## src/design/tlg_pkg.sv

```systemverilog
// Shared types and constants for the toroidal Life generation block.
package tlg_pkg;

  // Grid geometry: square grid, one row per item.
  localparam int GRID_SIDE = 16;
  localparam int ROW_W     = 16;
  localparam int NUM_W     = 4;
  localparam int GEN_W     = 16;
  localparam int CNT_W     = 4;

  localparam logic [NUM_W-1:0] LAST_ROW  = NUM_W'(GRID_SIDE - 1);
  localparam logic [GEN_W-1:0] GEN_RESET = GEN_W'(64);

  // Neighbor counts that keep or create a live cell.
  localparam logic [CNT_W-1:0] BIRTH_COUNT = CNT_W'(3);
  localparam logic [CNT_W-1:0] KEEP_COUNT  = CNT_W'(2);

  typedef logic [ROW_W-1:0] row_t;

  // Sequencer states.
  typedef enum logic [2:0] {
    ST_LOAD = 3'b001,
    ST_RUN  = 3'b010,
    ST_EMIT = 3'b100
  } state_t;

endpackage

```

## src/design/tlg_row_unit.sv

```systemverilog
// Shared row unit: computes the next generation of one row from its old neighbors.
module tlg_row_unit
  import tlg_pkg::*;
(
  input  row_t up_row,
  input  row_t cur_row,
  input  row_t dn_row,
  output row_t next_row
);

  row_t up_l, up_r, cur_l, cur_r, dn_l, dn_r;

  // Wrapped column neighbors: the left one holds column c-1, the right one c+1.
  assign up_l  = {up_row[ROW_W-2:0], up_row[ROW_W-1]};
  assign up_r  = {up_row[0], up_row[ROW_W-1:1]};
  assign cur_l = {cur_row[ROW_W-2:0], cur_row[ROW_W-1]};
  assign cur_r = {cur_row[0], cur_row[ROW_W-1:1]};
  assign dn_l  = {dn_row[ROW_W-2:0], dn_row[ROW_W-1]};
  assign dn_r  = {dn_row[0], dn_row[ROW_W-1:1]};

  // Each column counts its eight neighbors and applies the Life rule.
  always_comb begin
    logic [CNT_W-1:0] n;
    for (int c = 0; c < ROW_W; c++) begin
      n = CNT_W'(up_l[c]) + CNT_W'(up_row[c]) + CNT_W'(up_r[c])
        + CNT_W'(cur_l[c]) + CNT_W'(cur_r[c])
        + CNT_W'(dn_l[c]) + CNT_W'(dn_row[c]) + CNT_W'(dn_r[c]);
      next_row[c] = (n == BIRTH_COUNT) || (cur_row[c] && (n == KEEP_COUNT));
    end
  end

endmodule

```

## src/design/toroidal_life_generation.sv

```systemverilog
// Top level of the toroidal Life generation block: row store, sequencer and output register.
//
//   Channel   Ports                                          Direction
//   input     in_valid, in_ready, in_row_cells               one grid row per item
//   result    out_valid, out_ready, out_result_row,          one final row per item
//             out_result_row_number, out_final_row
//   config    cfg_wr_en, cfg_wr_data                         generation count
//
// Rows 0 to 14 are each stored as they arrive and give no result.
// After row 15 the block is busy for generation_count generations: the shared
// row unit computes one new row per cycle while the row store rotates once per
// generation. The 16 result items then leave one per cycle while out_ready is high.
// A stalled result channel holds the sequencer; rst_n is synchronous and active low.
module toroidal_life_generation
  import tlg_pkg::*;
(
  input  logic             clk,
  input  logic             rst_n,
  input  logic             cfg_wr_en,
  input  logic [GEN_W-1:0] cfg_wr_data,
  input  logic             in_valid,
  output logic             in_ready,
  input  logic [ROW_W-1:0] in_row_cells,
  output logic             out_valid,
  input  logic             out_ready,
  output logic [ROW_W-1:0] out_result_row,
  output logic [NUM_W-1:0] out_result_row_number,
  output logic             out_final_row
);

  state_t           state_r, state_nxt;
  logic [GEN_W-1:0] gen_count_r, gen_count_nxt;
  logic [GEN_W-1:0] gen_left_r, gen_left_nxt;
  logic [NUM_W-1:0] row_cnt_r, row_cnt_nxt;
  row_t             grid_r [GRID_SIDE];
  row_t             grid_nxt [GRID_SIDE];
  row_t             prev_old_r, prev_old_nxt;
  row_t             first_old_r, first_old_nxt;
  logic             out_valid_r, out_valid_nxt;
  row_t             out_row_r, out_row_nxt;
  logic [NUM_W-1:0] out_num_r, out_num_nxt;
  logic             out_final_r, out_final_nxt;

  logic in_accept;
  logic emit_go;
  logic last_row;
  row_t up_row, dn_row, new_row;

  assign in_ready  = (state_r == ST_LOAD);
  assign in_accept = in_valid && in_ready;
  assign emit_go   = (state_r == ST_EMIT) && (!out_valid_r || out_ready);
  assign last_row  = (row_cnt_r == LAST_ROW);

  // Old neighbors of the front row: wrap to the old last row at row 0 and to
  // the saved old row 0 at the last row.
  assign up_row = (row_cnt_r == '0) ? grid_r[GRID_SIDE-1] : prev_old_r;
  assign dn_row = last_row ? first_old_r : grid_r[1];

  tlg_row_unit u_row_unit (
    .up_row   (up_row),
    .cur_row  (grid_r[0]),
    .dn_row   (dn_row),
    .next_row (new_row)
  );

  // Sequencer, counters and row store next state.
  always_comb begin
    state_nxt     = state_r;
    gen_count_nxt = cfg_wr_en ? cfg_wr_data : gen_count_r;
    gen_left_nxt  = gen_left_r;
    row_cnt_nxt   = row_cnt_r;
    grid_nxt      = grid_r;
    prev_old_nxt  = prev_old_r;
    first_old_nxt = first_old_r;
    out_valid_nxt = out_valid_r && !out_ready;
    out_row_nxt   = out_row_r;
    out_num_nxt   = out_num_r;
    out_final_nxt = out_final_r;

    unique case (state_r)
      ST_LOAD: begin
        if (in_accept) begin
          for (int i = 0; i < GRID_SIDE - 1; i++) begin
            grid_nxt[i] = grid_r[i+1];
          end
          grid_nxt[GRID_SIDE-1] = in_row_cells;
          row_cnt_nxt           = row_cnt_r + NUM_W'(1);
          if (last_row) begin
            gen_left_nxt = gen_count_r;
            state_nxt    = (gen_count_r == '0) ? ST_EMIT : ST_RUN;
          end
        end
      end
      ST_RUN: begin
        // One row per cycle; the new row enters at the back of the store.
        for (int i = 0; i < GRID_SIDE - 1; i++) begin
          grid_nxt[i] = grid_r[i+1];
        end
        grid_nxt[GRID_SIDE-1] = new_row;
        prev_old_nxt          = grid_r[0];
        if (row_cnt_r == '0) begin
          first_old_nxt = grid_r[0];
        end
        row_cnt_nxt = row_cnt_r + NUM_W'(1);
        if (last_row) begin
          gen_left_nxt = gen_left_r - GEN_W'(1);
          if (gen_left_r == GEN_W'(1)) begin
            state_nxt = ST_EMIT;
          end
        end
      end
      ST_EMIT: begin
        if (emit_go) begin
          for (int i = 0; i < GRID_SIDE - 1; i++) begin
            grid_nxt[i] = grid_r[i+1];
          end
          grid_nxt[GRID_SIDE-1] = grid_r[0];
          out_valid_nxt         = 1'b1;
          out_row_nxt           = grid_r[0];
          out_num_nxt           = row_cnt_r;
          out_final_nxt         = last_row;
          row_cnt_nxt           = row_cnt_r + NUM_W'(1);
          if (last_row) begin
            state_nxt = ST_LOAD;
          end
        end
      end
      default: begin
        state_nxt = ST_LOAD;
      end
    endcase
  end

  // Control registers.
  always_ff @(posedge clk) begin
    if (!rst_n) begin
      state_r     <= ST_LOAD;
      gen_count_r <= GEN_RESET;
      gen_left_r  <= '0;
      row_cnt_r   <= '0;
      out_valid_r <= 1'b0;
    end else begin
      state_r     <= state_nxt;
      gen_count_r <= gen_count_nxt;
      gen_left_r  <= gen_left_nxt;
      row_cnt_r   <= row_cnt_nxt;
      out_valid_r <= out_valid_nxt;
    end
  end

  // Payload registers.
  always_ff @(posedge clk) begin
    grid_r      <= grid_nxt;
    prev_old_r  <= prev_old_nxt;
    first_old_r <= first_old_nxt;
    out_row_r   <= out_row_nxt;
    out_num_r   <= out_num_nxt;
    out_final_r <= out_final_nxt;
  end

  assign out_valid             = out_valid_r;
  assign out_result_row        = out_row_r;
  assign out_result_row_number = out_num_r;
  assign out_final_row         = out_final_r;

  // The last item of a grid always carries the last row number.
  a_final_number: assert property (@(posedge clk) disable iff (!rst_n)
    out_valid_r && out_final_r |-> out_num_r == LAST_ROW)
    else $error("final row flag on a row other than the last");

  // A generation pass never runs with no generations left.
  a_run_left: assert property (@(posedge clk) disable iff (!rst_n)
    state_r == ST_RUN |-> gen_left_r != '0)
    else $error("generation pass with zero generations left");

  // Leaving the emit phase leaves the row counter at row 0 for the next grid.
  a_emit_wrap: assert property (@(posedge clk) disable iff (!rst_n)
    state_r == ST_EMIT && emit_go && last_row |=> row_cnt_r == '0 && state_r == ST_LOAD)
    else $error("row counter not back at row 0 after the emit phase");

endmodule
```

## config.mk

```make
export PLATFORM = sky130hd
export DESIGN_NAME = toroidal_life_generation
export DESIGN_NICKNAME = d
export VERILOG_FILES = /design/src/design/tlg_pkg.sv /design/src/design/tlg_row_unit.sv /design/src/design/toroidal_life_generation.sv
export SDC_FILE = /design/constraint.sdc
export NUM_CORES = 1
export LEC_CHECK = 0
export ABC_AREA = 0
export CORE_MARGIN = 8
export CORE_UTILIZATION = 40
export CTS_CLUSTER_DIAMETER = 80
export CTS_CLUSTER_SIZE = 30
export DETAILED_ROUTE_END_ITERATION = 6
export DONT_BUFFER_PORTS = 1
export GPL_TIMING_DRIVEN = 1
export PLACE_DENSITY = 0.63
export RECOVER_POWER = 25
export REMOVE_ABC_BUFFERS = 1
export SYNTH_ARGS = -nofsm -noshare
export SYNTH_HDL_FRONTEND = slang
export SYNTH_SLANG_ARGS = --single-unit
```

## constraint.sdc

```tcl
create_clock -name clk -period 19.23 [get_ports clk]
set_input_delay 1.923 -clock clk [delete_from_list [all_inputs] [get_ports clk]]
set_output_delay 1.923 -clock clk [all_outputs]
set_load 0.1 [all_outputs]
```

==> metrics <==
Worst Hold End grid_r[81]; worst hold path type flip-flop to flip-flop; PnR Total Power 1.54 mW; Placed Area between 15,000 and 20,000 sq um; Clock Skew just under 0.03 ns; top-area cell type share of the netlist area between 60% and 70%; final setup TNS 0 ns; DR pass1 iterations 5; global-route wire length before repair ~43,000 um; nets 1,097; clock tree buffer depth 3; leading area contributor after synthesis edfxtp_1; post-synthesis async set-or-reset flop share 0%; cts bufs inserted 16; H-Tree Depth 1; Initial DRC Count approximately 480; Synth Register Bits approximately 350; top_reg_cell synth edfxtp_1; via count between 7,000 and 8,000; Commonest cells post-synth 309 x edfxtp_1, 115 x inv_1, 60 x ha_1; Reg2Reg Depth 14; largest net degree at the start of global routing between 150 and 200; number of global-route vias before repair about 7,500; proportion of layout cells with a drive suffix above 1 7.25%; Filler Cells Inserted roughly 3,300; status complete, no violations; RSZ-0062 raised after global routing no; worst reg2reg setup slack about 14 ns; post-route cell area 15,900 sq um; root buffer selected by CTS clkbuf_16; Die Width 209 um; RR Startpoint row_cnt_r[0]; Worst Path Required 19.63 ns; cell with the most instances after synthesis edfxtp_1; CP Class flip-flop to flip-flop; Final Hold Fails 0; worst skew pair latency approximately 0.53 ns; synthesis warning total 0; Worst-Margin Slew 1.15 ns; IO buf count 0; top post-synthesis cells by area edfxtp_1 62%, fa_1 7.5%, dfxtp_1 5.4%, ha_1 5.1%, inv_1 2.9%; Post-synth EDFFs slightly above 300; crit path launch type flip-flop; DIE AREA ~44,000 sq um; slew margin rel. a little under a quarter; post-route ant nets 0; Starting Density between 40 and 50%; GRT Util Overall between 10% and 20%; Final Util a little over two fifths; Worst setup EP type flip-flop; Final setup viols 0; clock-pin slew on the worst setup and hold paths roughly 0.12 ns; Worst Hold Launch grid_r[65]; Site Rows 70; # diodes 0; fmax ~180 MHz; Peak supply drop 0.0000577 V; Final Hold Slack approximately 0.40 ns; final wirelength about 26,000 um; drc violations 0; fin crit period between 5 and 6 ns; Final GP Congestion ~0.76; total core area 36,600 sq um; number of max-slew violations in the final report 0; Area Overhead vs Synth 6.95%; Synth Instances between 900 and 1,000; final worst-path cycle share around 29%; critical path fanouts, max 20; io pins 60; pwr dens slightly below 100 nW/um^2; critical path arrival between 5 and 6 ns; Reg-to-Reg End grid_r[8]; remaining global-route overflow 0; Avg Cell Area, Syn between 15 and 20 sq um; cts hold-fix bufs 0; TritonCTS sink count roughly 350; die height roughly 210 um; CTS tree yes; Synth Cell Area ~15,000 sq um; sequential area share after synthesis 67.8%; average wire per standard cell about 19 um; Vias per Instance 5.09; CTS resizes 0; Post-CTS Setup Inserts 0; leakage slightly below 6 nW; hold depth 0; initial antenna violation count 1; post-synthesis cell type count slightly below 60; Max Cap Violations 0; hpwl dp between 15,000 and 20,000 um
per-layer routing:
layer | track usage [%] | wire, um | part of all wire, %
met4 | 2.53 | 471 | 1.8
met1 | 17.6 | 13000 | 49
met5 | 0 | 9 | 0.034
met3 | 2.27 | 1110 | 4.2
met2 | 18.9 | 11800 | 45
cell usage in the layout, fill, tap and decap left out, types with 11 or more instances in the layout:
cell type / count
a21oi_1: 17
a2111oi_0: 11
nor2b_1: 26
o21ai_0: 22
a221o_1: 16
nand2_1: 36
inv_1: 114
ha_1: 60
mux2_2: 23
clkbuf_16: 17
fa_1: 56
nor2_1: 30
mux2i_1: 32
dfxtp_1: 40
edfxtp_1: 309
worst max-delay path, cell delays in order, from the launching register on:
cell and delay [ns]:
dfxtp_1 0.45, ha_1 0.19, nand3_1 0.50, inv_1 1.04, mux2i_1 0.35, inv_1 0.13, fa_1 0.49, inv_1 0.06
fa_1 0.49, fa_1 0.45, fa_1 0.40, nor2_1 0.09, o21ai_0 0.08, a2111oi_0 0.47, a221o_1 0.18
report_power, final:
part           leakage (nW)  internal [mW]  switching [mW]
Clock                 0.240          0.168           0.232
Combinational          2.31          0.120           0.145
Sequential             3.31          0.863          0.0168
Total                  5.87           1.15           0.394
final cells by class:
class                   instances  area, sq um  share of cell area (%)
clock inverters                 7         52.6                   0.331
flip-flops and latches        349        10100                    63.4
inverters                     116          443                    2.79
well taps                     468          586                    3.68
clock buffers                  19          433                    2.72
repair buffers                  4         30.0                   0.189
multi-input cells             457         4270                    26.9
kinds of logic after synthesis:
kind of cell    after synthesis  synth area share (%)
flops                       349                  67.8
simple gates                153                  5.56
buf+inv                     140                  3.57
compound gates              122                  5.91
fa+ha+maj                   116                  12.6
mux                          55                  3.90
xor+xnor                     11                 0.648
worst max path at each step:
stage,from,endpoint,depth (start not counted)
2_1_floorplan,out_ready,grid_r[0],4
3_3_place_gp,row_cnt_r[0],grid_r[8],14
3_5_place_dp,row_cnt_r[0],grid_r[8],14
4_1_cts,row_cnt_r[0],grid_r[8],14
5_1_grt,row_cnt_r[0],grid_r[8],14
6_report,row_cnt_r[0],grid_r[8],14
flip-flops by register name, summed over array words and instances (netlist names):
name	count
out_valid	1
prev_old_r	16
gen_left_r	16
state_r	3
grid_r	256
gen_count_r	16
first_old_r	16
out_result_row_number	4
row_cnt_r	4
out_result_row	16
out_final_row	1
through the flow:
stage	instances	worst slack (ns)
after detailed placement	1394	13.66
after global routing	1420	13.26
after global placement	1394	13.79
after floorplan	922	10.30
after CTS	1420	13.64
final	1420	13.73
Power figures use the tool's default switching activity.
